[src/hw/rtl/scu_pkg.sv]
// shared constants, types and the arctangent table of the unbalance unit
`timescale 1ns / 1ps
package scu_pkg;
	localparam int MAG_BITS      = 24;
	localparam int ANGLE_BITS    = 16;
	localparam int CORDIC_STAGES = 18;
	localparam int GUARD_BITS    = 6;
	localparam int RATIO_BITS    = 20;
	localparam int DIV_STAGES    = RATIO_BITS;
	localparam int IDX_BITS      = 5;
	// rotation datapath, angle residue, vectoring datapath and product widths
	localparam int RW = MAG_BITS + GUARD_BITS + 4;
	localparam int ZW = 33;
	localparam int VW = RW + 4;
	localparam int PW = RW + 24;
	localparam logic [19:0] SQ3H_Q20 = 20'd908093;
	localparam logic [18:0] OUT_SCALE_Q22 = 19'd515558;
	localparam logic [RATIO_BITS-1:0] RATIO_MAX = {RATIO_BITS{1'b1}};

	// side data that travels beside the divider cells
	typedef struct packed {
		logic [MAG_BITS-1:0] pos;
		logic [MAG_BITS-1:0] neg;
		logic [MAG_BITS-1:0] zer;
		logic                inf;
		logic                clip_z;
		logic                clip_n;
	} side_t;

	// atan(2^-i) with a full turn of 2^32
	function automatic logic [31:0] atan_val(input logic [IDX_BITS-1:0] i);
		logic [31:0] v;
		case (i)
			5'd0:  v = 32'd536870912;
			5'd1:  v = 32'd316933406;
			5'd2:  v = 32'd167458907;
			5'd3:  v = 32'd85004756;
			5'd4:  v = 32'd42667331;
			5'd5:  v = 32'd21354465;
			5'd6:  v = 32'd10679838;
			5'd7:  v = 32'd5340245;
			5'd8:  v = 32'd2670163;
			5'd9:  v = 32'd1335087;
			5'd10: v = 32'd667544;
			5'd11: v = 32'd333772;
			5'd12: v = 32'd166886;
			5'd13: v = 32'd83443;
			5'd14: v = 32'd41722;
			5'd15: v = 32'd20861;
			5'd16: v = 32'd10430;
			5'd17: v = 32'd5215;
			5'd18: v = 32'd2608;
			5'd19: v = 32'd1304;
			5'd20: v = 32'd652;
			5'd21: v = 32'd326;
			5'd22: v = 32'd163;
			5'd23: v = 32'd81;
			5'd24: v = 32'd41;
			5'd25: v = 32'd20;
			5'd26: v = 32'd10;
			5'd27: v = 32'd5;
			5'd28: v = 32'd3;
			5'd29: v = 32'd1;
			default: v = 32'd0;
		endcase
		return v;
	endfunction
endpackage

[src/hw/rtl/scu_vec_cell.sv]
// one micro-rotation of the magnitude cordic
`timescale 1ns / 1ps
module scu_vec_cell import scu_pkg::*; (
	input  logic                 clk,
	input  logic                 en,
	input  logic [IDX_BITS-1:0]  stage,
	input  logic signed [VW-1:0] x_in,
	input  logic signed [VW-1:0] y_in,
	output logic signed [VW-1:0] x_out,
	output logic signed [VW-1:0] y_out
);
	logic signed [VW-1:0] dx, dy;

	// shifted terms from the values before the update
	always_comb begin
		dx = y_in >>> stage;
		dy = x_in >>> stage;
	end

	// rotate toward the x axis
	always_ff @(posedge clk) begin
		if (en) begin
			if (!y_in[VW-1]) begin
				x_out <= x_in + dx;
				y_out <= y_in - dy;
			end else begin
				x_out <= x_in - dx;
				y_out <= y_in + dy;
			end
		end
	end
endmodule

[config.mk]
export PLATFORM = sky130hd
export DESIGN_NAME = scu_vec_cell
export DESIGN_NICKNAME = d
export VERILOG_FILES = /design/src/hw/rtl/scu_pkg.sv /design/src/hw/rtl/scu_vec_cell.sv
export SDC_FILE = /design/constraint.sdc
export NUM_CORES = 1
export LEC_CHECK = 0
export ABC_CLOCK_PERIOD_IN_PS = 7800
export BUFFER_PORTS_ARGS = -buffer_cell sky130_fd_sc_hd__buf_2
export CORE_ASPECT_RATIO = 0.75
export CORE_MARGIN = 5
export CORE_UTILIZATION = 46
export CTS_CLUSTER_SIZE = 25
export DETAILED_ROUTE_END_ITERATION = 6
export PLACE_DENSITY = 0.65
export REMOVE_ABC_BUFFERS = 1
export SKIP_LAST_GASP = 1
export SYNTH_ARGS = -nofsm -noshare
export SYNTH_HDL_FRONTEND = slang
export SYNTH_SLANG_ARGS = --single-unit
[constraint.sdc]
create_clock -name clk -period 7.8 [get_ports clk]
set_input_delay 0.78 -clock clk [delete_from_list [all_inputs] [get_ports clk]]
set_output_delay 0.78 -clock clk [all_outputs]
set_load 0.01 [all_outputs]
==> impl_metrics.toml <==
[logic_synthesis]
ys_ff_latch = 76
syn_area_mm2 = 0.0140
yosysSeqAreaShare_pct = 16.3
yosysUniqueCellTypes = 95
synthArstFlopShare_pct = 0
synth.top_cell.area_share_pct = 16.3
synth_edf_count = 76
ys.flop_type = "edfxtp_1"
synthTopCellsByArea = "edfxtp_1 (16%), mux4_2 (12%), ha_1 (7.0%)"
synth.avg_cell_area_um2 = 8.94
synth_common_cells = "a21oi_1 (133), nor2_1 (132), nand2_1 (110)"
synth_area_leader_cell = "edfxtp_1"
ys.warnings.count = 0
syn_inst = 1564
yosys.cell_count.top_type = "a21oi_1"

[floorplanning]
row_count = 55
io_pins = 159
die_area_mm2 = 0.0340
core_mm2 = 0.0301
die_w_um = 211
die-height_um = 161
start_util_pct = 46.5

[timing]
worstMarginPinSlew_ns = 1.30
fin_crit_sh_pct = 94.5
rsz0062_at_grt = "no"
fin_setup_tns_ns = 0
relSlewSlack_pct = 12.7
slew_viol_final = 0
hold_viol = 0
setup_viol = 0
fmax_mhz = 136
min_period_ns = 7.37

[worst_setup_path]
worstSetupPathType = "in2reg"
max_stage_delay_ns = 0.67
worstPathCellList = "buf_6 > buf_4 > mux4_1 > mux4_2 > nand2b_1 > o32ai_1 > and2_1 > and3_1 > nor2_1 > xnor2_1 > ha_1 > nand2_1 > o22ai_1 > a211oi_1 > a211oi_1 > nor2_1 > o211ai_1 > o41ai_1 > o2111ai_1 > a21oi_1 > xnor2_1"
crit_required_ns = 7.92
crit_arrival_ns = 7.50
path_delay_family = "compound AO/OA/AOI/OAI gates"
slowest_stage = "mux4_1"
path_buf_inv = 2
start_kind = "primary input"
critPathMaxFanout = 70
end_kind = "flip-flop"

[placement]
place_hpwl_um = 46000
io_buffers = 158
gp_congestion = 1.06

[grt]
track_usage_pct = 33.9
antenna_found_initial = 1
grt.overflow.total = 0
grt_max_degree = 77
grt_pass1_wl_um = 87900
grt_pass1_vias = 13600

[clock_network]
clk_pin_slew_worst_paths_ns = 0.07
htreeDepth = 3
ctsResizeCount = 0
clock-sinks = 76
cts_buffer_depth = 2
cts_hold_buf = 0
cts_buffers = 9
cts_setup_buffers = 0
cts_tree = "built"
cts_root_buf = "clkbuf_16"

[power_and_ir_drop]
vdd_drop_max_v = 0.000127
power_density_mw_per_mm2 = 177
p_leak_nw = 6.37

[min_path]
min_to = "y_out[0]"
hp-class = "in2reg"
holdPathStages = 2
hp-start = "y_in[0]"

[routing]
avgViaCountPerCell = 6.84
drt_first_iter_violations = 2181
detail-route-antenna-nets = 0
drtPass1Iterations = 7
dr_total_vias = 14500
drc_errors = 0
wirelength_um = 59400
wl_per_cell_um = 28.1

[job]
max_cap_viol_count = 0

[cells_and_area]
drive_above_1_share_pct = 23.6
layout.nets = 1873
area_growth_pct = 11.7
fin_util_pct = 51.9

[run_status]
status = "finished, final reports clean"
[worst max-delay path by stage]
stage              from   endpoint  slack (ns)  cells after the start
2_1_floorplan  stage[3]  x_out[37]        1.76                     20
3_3_place_gp   stage[0]  x_out[37]        0.55                     23
3_5_place_dp   stage[0]  y_out[36]        0.37                     21
4_1_cts        stage[0]  y_out[36]        0.73                     21
5_1_grt        stage[0]  y_out[36]        0.28                     21
6_report       stage[0]  y_out[36]        0.43                     21
[registers in the layout (all words and copies together) (netlist names)]
register  flops
x_out        38
y_out        38
[cell usage in the layout (no fill, tap or decap), types with 19 or more instances in the layout]
master	netlist	routed
and2_1	21	21
o22ai_1	19	19
nand2_1	110	110
nand2b_1	24	24
nor3_1	32	32
mux2_2	51	51
mux4_2	76	76
nor2b_1	28	28
o21ai_0	64	64
nand3_1	22	22
xor2_1	37	37
and3_1	22	22
a21oi_1	133	133
a31oi_1	24	24
xnor2_1	92	92
a21o_1	40	40
edfxtp_1	76	76
mux2i_1	69	69
buf_4	4	74
nor2_1	132	132
inv_1	31	31
ha_1	78	78
buf_2	26	155
[routing by layer]
metal	vias to the layer above	share of wire [%]	global-route usage, %
li1	6403	-	-
met1	6899	43	49.6
met2	1046	40	47.5
met3	122	14	11.6
met4	2	3.1	9.07
met5	-	0.079	1.01
[power by group]
group	internal [mW]	switching (mW)	total, mW
Sequential	0.619	0.0270	0.646
Clock	0.246	0.195	0.441
Combinational	0.686	0.989	1.67
Total	1.55	1.21	2.76
[cells by family (layout without fill, tap and decap cells)]
family	count (synthesis)	after routing	share of synthesized area, %
adder cells (fa/ha/maj)	80	80	7.27
flip-flops	76	76	16.3
XOR/XNOR	129	129	8.08
AND/OR/NAND/NOR	466	466	16.8
buffers and inverters	130	280	4.72
other	0	3	0
AO/OA/AOI/OAI	464	464	22.4
multiplexers	219	219	24.3
[layout make-up]
class / count / area (um^2)
Timing Repair Buffer: 232 / 1380
Antenna cell: 3 / 7.51
Fill cell: 2814 / 14500
Inverter: 33 / 124
Clock inverter: 5 / 52.6
Clock buffer: 10 / 229
Multi-Input combinational cell: 1358 / 11000
Sequential cell: 76 / 2280
Tap cell: 399 / 499
[stage by stage]
step / instance area, um^2 / hold WS, ns / setup slack [ns] / std cells / power, mW
after floorplan: 13400 / 0.892 / 1.76 / 1467 / 1.69
after global routing: 15600 / 0.760 / 0.285 / 2113 / 2.92
after detailed placement: 15300 / 1.12 / 0.368 / 2098 / 2.28
final: 15600 / 0.750 / 0.427 / 2116 / 2.76
after CTS: 15600 / 0.740 / 0.733 / 2113 / 2.74
after global placement: 15300 / 1.14 / 0.546 / 2098 / 2.27
Note: power is estimated with default switching activity, not from simulation.
