===== src/hw/rtl/scu_pkg.sv =====
// shared constants, types and the arctangent table of the unbalance unit
`timescale 1ns / 1ps
package scu_pkg;
	localparam int MAG_BITS      = 24;
	localparam int ANGLE_BITS    = 16;
	localparam int CORDIC_STAGES = 18;
	localparam int GUARD_BITS    = 6;
	localparam int RATIO_BITS    = 20;
	localparam int DIV_STAGES    = RATIO_BITS;
	localparam int IDX_BITS      = 5;
	// rotation datapath, angle residue, vectoring datapath and product widths
	localparam int RW = MAG_BITS + GUARD_BITS + 4;
	localparam int ZW = 33;
	localparam int VW = RW + 4;
	localparam int PW = RW + 24;
	localparam logic [19:0] SQ3H_Q20 = 20'd908093;
	localparam logic [18:0] OUT_SCALE_Q22 = 19'd515558;
	localparam logic [RATIO_BITS-1:0] RATIO_MAX = {RATIO_BITS{1'b1}};

	// side data that travels beside the divider cells
	typedef struct packed {
		logic [MAG_BITS-1:0] pos;
		logic [MAG_BITS-1:0] neg;
		logic [MAG_BITS-1:0] zer;
		logic                inf;
		logic                clip_z;
		logic                clip_n;
	} side_t;

	// atan(2^-i) with a full turn of 2^32
	function automatic logic [31:0] atan_val(input logic [IDX_BITS-1:0] i);
		logic [31:0] v;
		case (i)
			5'd0:  v = 32'd536870912;
			5'd1:  v = 32'd316933406;
			5'd2:  v = 32'd167458907;
			5'd3:  v = 32'd85004756;
			5'd4:  v = 32'd42667331;
			5'd5:  v = 32'd21354465;
			5'd6:  v = 32'd10679838;
			5'd7:  v = 32'd5340245;
			5'd8:  v = 32'd2670163;
			5'd9:  v = 32'd1335087;
			5'd10: v = 32'd667544;
			5'd11: v = 32'd333772;
			5'd12: v = 32'd166886;
			5'd13: v = 32'd83443;
			5'd14: v = 32'd41722;
			5'd15: v = 32'd20861;
			5'd16: v = 32'd10430;
			5'd17: v = 32'd5215;
			5'd18: v = 32'd2608;
			5'd19: v = 32'd1304;
			5'd20: v = 32'd652;
			5'd21: v = 32'd326;
			5'd22: v = 32'd163;
			5'd23: v = 32'd81;
			5'd24: v = 32'd41;
			5'd25: v = 32'd20;
			5'd26: v = 32'd10;
			5'd27: v = 32'd5;
			5'd28: v = 32'd3;
			5'd29: v = 32'd1;
			default: v = 32'd0;
		endcase
		return v;
	endfunction
endpackage


===== src/hw/rtl/scu_div_cell.sv =====
// one quotient bit of the restoring ratio divider
`timescale 1ns / 1ps
module scu_div_cell import scu_pkg::*; (
	input  logic                  clk,
	input  logic                  en,
	input  logic [IDX_BITS-1:0]   bit_idx,
	input  logic [MAG_BITS-1:0]   num_in,
	input  logic [MAG_BITS-1:0]   den_in,
	input  logic [MAG_BITS-1:0]   rem_in,
	input  logic [RATIO_BITS-1:0] quo_in,
	output logic [MAG_BITS-1:0]   num_out,
	output logic [MAG_BITS-1:0]   den_out,
	output logic [MAG_BITS-1:0]   rem_out,
	output logic [RATIO_BITS-1:0] quo_out
);
	logic [IDX_BITS-1:0] sh;
	logic                nb;
	logic [MAG_BITS:0]   rt, diff;
	logic                ge;

	// dividend is num shifted up by 16, so only its top bits bring in ones
	always_comb begin
		sh   = bit_idx - IDX_BITS'(16);
		nb   = (bit_idx >= IDX_BITS'(16)) ? num_in[sh] : 1'b0;
		rt   = {rem_in, nb};
		diff = rt - {1'b0, den_in};
		ge   = rt >= {1'b0, den_in};
	end

	always_ff @(posedge clk) begin
		if (en) begin
			num_out <= num_in;
			den_out <= den_in;
			rem_out <= ge ? diff[MAG_BITS-1:0] : rt[MAG_BITS-1:0];
			quo_out <= {quo_in[RATIO_BITS-2:0], ge};
		end
	end
endmodule


===== config.mk =====
export PLATFORM = sky130hd
export DESIGN_NAME = scu_div_cell
export DESIGN_NICKNAME = d
export VERILOG_FILES = /design/src/hw/rtl/scu_pkg.sv /design/src/hw/rtl/scu_div_cell.sv
export SDC_FILE = /design/constraint.sdc
export NUM_CORES = 1
export LEC_CHECK = 0
export BUFFER_PORTS_ARGS = -buffer_cell sky130_fd_sc_hd__buf_2
export CAP_MARGIN = 20
export CORE_ASPECT_RATIO = 0.6
export CORE_UTILIZATION = 37
export CTS_BUF_LIST = sky130_fd_sc_hd__clkbuf_2
export DETAILED_ROUTE_END_ITERATION = 8
export PLACE_DENSITY_LB_ADDON = 0.25
export SYNTH_ARGS = -nofsm -noshare
export SYNTH_HDL_FRONTEND = slang
export SYNTH_SLANG_ARGS = --single-unit

===== constraint.sdc =====
create_clock -name clk -period 5.2 [get_ports clk]
set_clock_uncertainty 0.15 [all_clocks]
set_input_delay 0.52 -clock clk [delete_from_list [all_inputs] [get_ports clk]]
set_output_delay 0.52 -clock clk [all_outputs]
set_load 0.03 [all_outputs]

==> flow_metrics.env, run 1 <==
export IMPL_drc_errors=0
export IMPL_worst_setup_hold_path_clk_slew_ns=0.27
export IMPL_die_area_um2=12800
export IMPL_timing_worst_slew_pin_value_ns=0.615
export IMPL_std_cell_rows=30
export IMPL_via_per_inst=4.67
export IMPL_yosysSeqAreaShare_pct=60.7
export IMPL_die_y_um=87.9
export IMPL_setup_viol=0
export IMPL_post_synth_instance_area_um2=4550
export IMPL_clkSinkCount=92
export IMPL_finalSetupTns_ns=0
export IMPL_worst_setup_path_startpoint="num_in[6]"
export IMPL_achievable_frequency_ghz=0.210
export IMPL_setup_slack_ns=0.444
export IMPL_netlist_instances=312
export IMPL_cts_max_path_buffers=2
export IMPL_ir_drop_v=0.000129
export IMPL_ys_seq_elements=92
export IMPL_start_kind="primary input"
export IMPL_core_area_um2=11600
export IMPL_synth_largest_area_cell="sky130_fd_sc_hd__edfxtp_1"
export IMPL_antenna_cells_inserted=0
export IMPL_number_of_enable_flip_flop_cells_after_synthesis=92
export IMPL_synth_compound_gate_area_share_pct=10.6
export IMPL_min_path_type="in2reg"
export IMPL_worstPathCellList="dlygate4sd3_1 -> buf_2 -> mux4_2 -> mux4_2 -> nand2_1 -> ha_1 -> fa_1 -> nor2b_1 -> o31a_1 -> o311a_1 -> o41ai_4 -> o21ai_1 -> a21oi_1 -> o311ai_0 -> mux2_4"
export IMPL_timing_critical_path_depth=15
export IMPL_finalWirelength_um=11500
export IMPL_leading_cell_types_by_total_area_after_synthesis="sky130_fd_sc_hd__edfxtp_1 (61%), sky130_fd_sc_hd__ha_1 (6.6%), sky130_fd_sc_hd__mux2_4 (5.3%), sky130_fd_sc_hd__a21o_1 (2.5%), sky130_fd_sc_hd__mux4_2 (2.5%)"
export IMPL_cp_top_family="compound AO/OA/AOI/OAI gates"
export IMPL_place_gp_congestion=0.853
export IMPL_critical_path_required_ns=5.41
export IMPL_synthesis_area_per_instance_um2=14.6
export IMPL_port_buffers=189
export IMPL_ant_nets=0
export IMPL_grt_overflow=0
export IMPL_max_cap_violations=0
export IMPL_pwr_density_cell_nw_per_um2=287
export IMPL_timing_critical_path_to_type="flop"
export IMPL_worst_ep_arrival_time_ns=4.97
export IMPL_ctsRootBufferMaster="sky130_fd_sc_hd__clkbuf_2"
export IMPL_start_util_pct=39.1
export IMPL_synth_yosys_warnings=0
export IMPL_synth_cell_types=42
export IMPL_antenna_found_initial=0
export IMPL_timing_critical_path_to="rem_out[22]$_DFFE_PP_"
export IMPL_synthDominantCellAreaShare_pct=60.7
export IMPL_die_x_um=145
export IMPL_detail_route_wl_per_cell_um=15.5
export IMPL_critPathMaxStageDelay_ns=0.56
export IMPL_critical_path_n_buffers_inverters=2
export IMPL_vias_after_detailed_routing=3462
export IMPL_mappedNetlistNets=436
export IMPL_htree_num_levels=3
export IMPL_synth_simple_gate_area_share_pct=5.28
export IMPL_largest_fanout_on_the_critical_path=4
export IMPL_outcome="completed"
export IMPL_area_growth_pct=42.6
export IMPL_critPathSlowestCell="sky130_fd_sc_hd__dlygate4sd3_1"
export IMPL_hold_path_startpoint="rem_in[20]"
export IMPL_combinational_family_with_the_most_area_after_synthesis="compound AO/OA/AOI/OAI gates"
export IMPL_post_cts_resized_instances=0
export IMPL_fin_nets=701
export IMPL_post_synth_fa_ha_maj_area_fraction_pct=7.04
export IMPL_top_layer="met4"
export IMPL_final_cell_mix="sky130_fd_sc_hd__buf_2 (188), sky130_fd_sc_hd__edfxtp_1 (92), sky130_fd_sc_hd__dlygate4sd3_1 (67)"
export IMPL_rsz0062_at_grt="false"
export IMPL_finalMaxSlewViolations=0
export IMPL_initialDrtViolationCount=146
export IMPL_synth_xor_xnor_area_share_pct=3.66
export IMPL_dpl_hpwl_um=7940
export IMPL_tritoncts_clock_tree="built"
export IMPL_met2WireLength_um=5060
export IMPL_detailroute_wirelength_met3_um=903
export IMPL_hold_violations=0
export IMPL_postSynth_topFlopCell="sky130_fd_sc_hd__edfxtp_1"
export IMPL_synth_area_mux_share_pct=9.65
export IMPL_period_share_pct=91.5
export IMPL_cell_repeated_most_along_the_worst_path="sky130_fd_sc_hd__mux4_2"
export IMPL_dp_slack_ns=0.377
export IMPL_layout_cell_share_with_drive_strength_beyond_1_pct=41.6
export IMPL_numCtsBuffers=9
export IMPL_total_leakage_power_nw=2.91
export IMPL_first_global_vias=3545
export IMPL_async_reset_ff_share_pct=0
export IMPL_route_layer_met1_wl_um=5450
export IMPL_detailedRoute_firstPassIterationCount=6
export IMPL_timing_max_slew_rel_slack_pct=59.0
export IMPL_grt_first_pass_wirelength_um=17900
export IMPL_critical_path_class="in2reg"
export IMPL_fin_crit_ns=4.76
export IMPL_layout_cells_most_common="sky130_fd_sc_hd__buf_2"
export IMPL_grt_max_degree=93
export IMPL_grtUsageTotal_pct=18.5
export IMPL_num_io_pins=191
## layout make-up
cell class	count	area [µm²]
fillers	1027	5140
clock buffers	9	45.0
clock inverters	7	73.8
well taps	160	200
repair buffers	259	1650
inverters	28	105
multi-input cells	187	1650
flip-flops and latches	92	2760
## metrics by stage
step	hold slack [ns]	std cells	area, µm²	power, mW	util [%]
4_1_cts	0.0418	741	6470	1.88	55.6
2_1_floorplan	0.469	312	4550	1.31	-
3_3_place_gp	0.547	658	5680	1.46	48.8
5_1_grt	0.0364	742	6490	1.95	55.8
3_5_place_dp	0.548	658	5680	1.47	48.8
6_report	0.112	742	6490	1.86	55.8
## power breakdown
| part | internal (mW) | switching [mW] |
|---|---|---|
| Sequential | 0.905 | 0.0172 |
| Combinational | 0.238 | 0.337 |
| Clock | 0.113 | 0.254 |
| Total | 1.26 | 0.609 |
## cell families (layout without fill, tap and decap cells)
kind of cell             after synthesis  after routing
AO/OA/AOI/OAI                         64             64
XOR/XNOR                              19             19
flip-flops                            92             92
buffers and inverters                 33            303
multiplexers                          29             29
adder cells (fa/ha/maj)               25             25
AND/OR/NAND/NOR                       50             50
## synthesized netlist by cell type, types with 2 or more instances
| library cell | number |
|---|---|
| sky130_fd_sc_hd__nand2_1 | 15 |
| sky130_fd_sc_hd__a31oi_1 | 3 |
| sky130_fd_sc_hd__inv_1 | 28 |
| sky130_fd_sc_hd__mux4_2 | 5 |
| sky130_fd_sc_hd__edfxtp_1 | 92 |
| sky130_fd_sc_hd__and3_1 | 2 |
| sky130_fd_sc_hd__mux2_2 | 5 |
| sky130_fd_sc_hd__ha_1 | 24 |
| sky130_fd_sc_hd__o21a_1 | 3 |
| sky130_fd_sc_hd__nand4_1 | 4 |
| sky130_fd_sc_hd__nand3_1 | 4 |
| sky130_fd_sc_hd__buf_6 | 2 |
| sky130_fd_sc_hd__nor2_1 | 13 |
| sky130_fd_sc_hd__or2_2 | 2 |
| sky130_fd_sc_hd__o21ai_0 | 7 |
| sky130_fd_sc_hd__mux2_4 | 16 |
| sky130_fd_sc_hd__a21oi_1 | 19 |
| sky130_fd_sc_hd__o31a_1 | 3 |
| sky130_fd_sc_hd__xor2_1 | 7 |
| sky130_fd_sc_hd__nor3_1 | 4 |
| sky130_fd_sc_hd__o41ai_4 | 2 |
| sky130_fd_sc_hd__xnor2_1 | 12 |
| sky130_fd_sc_hd__clkbuf_1 | 3 |
| sky130_fd_sc_hd__a21o_1 | 15 |
| sky130_fd_sc_hd__mux2i_1 | 3 |
| sky130_fd_sc_hd__nor2b_1 | 3 |
## per-layer routing
layer,vias to the layer above,track usage (%)
met4,0,4.69
met3,7,6.15
met2,145,29.0
met5,-,0
met1,1599,24.9
li1,1711,-
## how the worst min path moves through the flow
stage	to	slack, ns	cells after the start
2_1_floorplan	den_out[0]$_DFFE_PP_	0.47	0
3_3_place_gp	num_out[16]$_DFFE_PP_	0.55	1
3_5_place_dp	num_out[19]$_DFFE_PP_	0.55	1
4_1_cts	rem_out[21]$_DFFE_PP_	0.04	2
5_1_grt	rem_out[21]$_DFFE_PP_	0.04	2
6_report	rem_out[21]$_DFFE_PP_	0.11	2
## sequential cells by signal, summed over array words and instances, names as in the netlist
register,count
quo_out,20
den_out,24
num_out,24
rem_out,24
## repair_timing
| action | in CTS | in global routing |
|---|---|---|
| hold endpoints to repair | 67 | 0 |
| hold buffers | 67 | 0 |
| setup buffers | 0 | 0 |
(Power assumes the default switching activity.)
==> run 2: changes to the inputs <==
Clock period 5.2 ns to 5.5 ns, I/O delays scaled along.
==> flow_metrics.env, run 2 (synthesis results as in run 1) <==
export IMPL_outcome="completed"
export IMPL_largest_fanout_on_the_critical_path=4
export IMPL_final_cell_mix="sky130_fd_sc_hd__buf_2 (188), sky130_fd_sc_hd__edfxtp_1 (92), sky130_fd_sc_hd__dlygate4sd3_1 (66)"
export IMPL_finalMaxSlewViolations=0
export IMPL_fin_nets=700
export IMPL_achievable_frequency_ghz=0.212
export IMPL_min_path_type="in2reg"
export IMPL_fillerInstances=1021
export IMPL_start_kind="primary input"
export IMPL_worst_hold_path_endpoint="den_out[1]$_DFFE_PP_"
export IMPL_worst_case_hold_slack_ns=0.0900
export IMPL_die_y_um=87.9
export IMPL_antenna_cells_inserted=0
export IMPL_grt_max_degree=57
export IMPL_via_per_inst=4.64
export IMPL_critical_path_class="in2reg"
export IMPL_layout_cell_share_with_drive_strength_beyond_1_pct=41.7
export IMPL_antenna_found_initial=0
export IMPL_htree_num_levels=3
export IMPL_port_buffers=189
export IMPL_detail_route_wl_per_cell_um=15.2
export IMPL_layout_cells_most_common="sky130_fd_sc_hd__buf_2"
export IMPL_num_io_pins=191
export IMPL_post_layout_total_power_mw=1.76
export IMPL_timing_worst_slew_pin_value_ns=0.685
export IMPL_critical_path_required_ns=5.71
export IMPL_cts_max_path_buffers=2
export IMPL_clkSinkCount=92
export IMPL_vias_after_detailed_routing=3435
export IMPL_dp_slack_ns=0.675
export IMPL_regArea_um2=2760
export IMPL_die_area_um2=12800
export IMPL_reg_top3="den_out: 24 flops, num_out: 24 flops, rem_out: 24 flops"
export IMPL_ir_drop_v=0.000151
export IMPL_rsz0062_at_grt="false"
export IMPL_hold_path_startpoint="den_in[1]"
export IMPL_setup_slack_ns=0.776
export IMPL_drc_errors=0
export IMPL_core_area_um2=11600
export IMPL_worst_setup_hold_path_clk_slew_ns=0.26
export IMPL_max_cap_violations=0
export IMPL_post_cts_resized_instances=0
export IMPL_die_x_um=145
export IMPL_ctsRootBufferMaster="sky130_fd_sc_hd__clkbuf_2"
export IMPL_area_growth_pct=42.1
export IMPL_fin_crit_ns=4.72
export IMPL_dpl_hpwl_um=8110
export IMPL_place_gp_congestion=0.852
export IMPL_start_util_pct=39.1
export IMPL_finalWirelength_um=11300
export IMPL_timing_critical_path_to_type="flop"
export IMPL_ant_nets=0
export IMPL_worst_setup_path_startpoint="num_in[15]"
export IMPL_multi_input_comb_area_um2=1650
export IMPL_timing_max_slew_rel_slack_pct=54.4
export IMPL_grt_first_pass_wirelength_um=17900
export IMPL_whs_path_depth=1
export IMPL_worst_ep_arrival_time_ns=4.93
export IMPL_setup_viol=0
export IMPL_tritoncts_clock_tree="built"
export IMPL_detailedRoute_firstPassIterationCount=4
export IMPL_grtUsageTotal_pct=18.3
export IMPL_numCtsBuffers=9
export IMPL_finalSetupTns_ns=0
export IMPL_std_cell_rows=30
export IMPL_pwr_density_cell_nw_per_um2=272
export IMPL_first_global_vias=3519
export IMPL_grt_overflow=0
export IMPL_period_share_pct=85.9
export IMPL_initialDrtViolationCount=145
export IMPL_hold_violations=0
export IMPL_total_leakage_power_nw=2.90
## run 2: cell count changes in the layout (fill, tap and decap cells not counted)
| cell | previous run | this run |
|---|---|---|
| sky130_fd_sc_hd__dlygate4sd3_1 | 67 | 66 |
| sky130_fd_sc_hd__buf_12 | 1 | 0 |
| sky130_fd_sc_hd__clkinvlp_4 | 2 | 3 |
| sky130_fd_sc_hd__clkinv_1 | 1 | 0 |
| sky130_fd_sc_hd__clkinv_2 | 1 | 0 |
| sky130_fd_sc_hd__buf_4 | 3 | 4 |
## run 2: timing repair
action,4_1_cts,5_1_grt
buffers inserted,0,0
endpoints found under the hold margin,65,1
hold buffers,65,1
## run 2: worst max path at each step
stage / endpoint / slack [ns] / depth (start not counted)
floorplan: rem_out[10]$_DFFE_PP_ / 1.32 / 13
global placement: rem_out[22]$_DFFE_PP_ / 0.72 / 14
detailed placement: rem_out[22]$_DFFE_PP_ / 0.68 / 14
CTS: rem_out[22]$_DFFE_PP_ / 0.91 / 15
global route: rem_out[22]$_DFFE_PP_ / 0.61 / 15
finish: rem_out[22]$_DFFE_PP_ / 0.78 / 15
## run 2: area by class of cell
| class | instances | area share, % |
|---|---|---|
| clock buffers | 9 | 0.696 |
| clock inverters | 6 | 1.12 |
| inverters | 28 | 1.63 |
| multi-input cells | 187 | 25.5 |
| flip-flops and latches | 92 | 42.7 |
| well taps | 160 | 3.10 |
| repair buffers | 258 | 25.2 |
## run 2: power breakdown
part           leakage [nW]  internal [mW]  total (mW)  switching (mW)
clock network        0.0625          0.107       0.345           0.239
logic                  1.93          0.223       0.541           0.318
registers             0.901          0.856       0.871          0.0157
total                  2.90           1.19        1.76           0.572
## run 2: layer usage
metal / part of all wire (%) / wire (µm) / up-vias / global-route usage [%]
li1: - / - / 1701 / -
met1: 49 / 5480 / 1609 / 24.3
met2: 44 / 4940 / 117 / 29.8
met3: 7.0 / 786 / 8 / 5.94
met4: 0.64 / 72 / 0 / 3.73
met5: 0 / 0 / - / 0
## run 2: critical path, stage by stage
cell and delay [ns]:
sky130_fd_sc_hd__dlygate4sd3_1 0.53, sky130_fd_sc_hd__buf_2 0.12, sky130_fd_sc_hd__mux4_2 0.48, sky130_fd_sc_hd__mux4_2 0.50
sky130_fd_sc_hd__nand2_1 0.10, sky130_fd_sc_hd__ha_1 0.25, sky130_fd_sc_hd__fa_1 0.24, sky130_fd_sc_hd__nor2b_1 0.08
sky130_fd_sc_hd__o31a_1 0.28, sky130_fd_sc_hd__o311a_1 0.36, sky130_fd_sc_hd__o41ai_4 0.38, sky130_fd_sc_hd__o21ai_1 0.29
sky130_fd_sc_hd__a21oi_1 0.33, sky130_fd_sc_hd__o311ai_0 0.15, sky130_fd_sc_hd__mux2_4 0.28
## run 2: stage by stage
step / area [µm²] / cells / utilization (%)
finish: 6470 / 740 / 55.6
detailed placement: 5690 / 659 / 48.9
global placement: 5690 / 659 / 48.9
floorplan: 4550 / 312 / -
CTS: 6460 / 739 / 55.5
global route: 6470 / 740 / 55.6
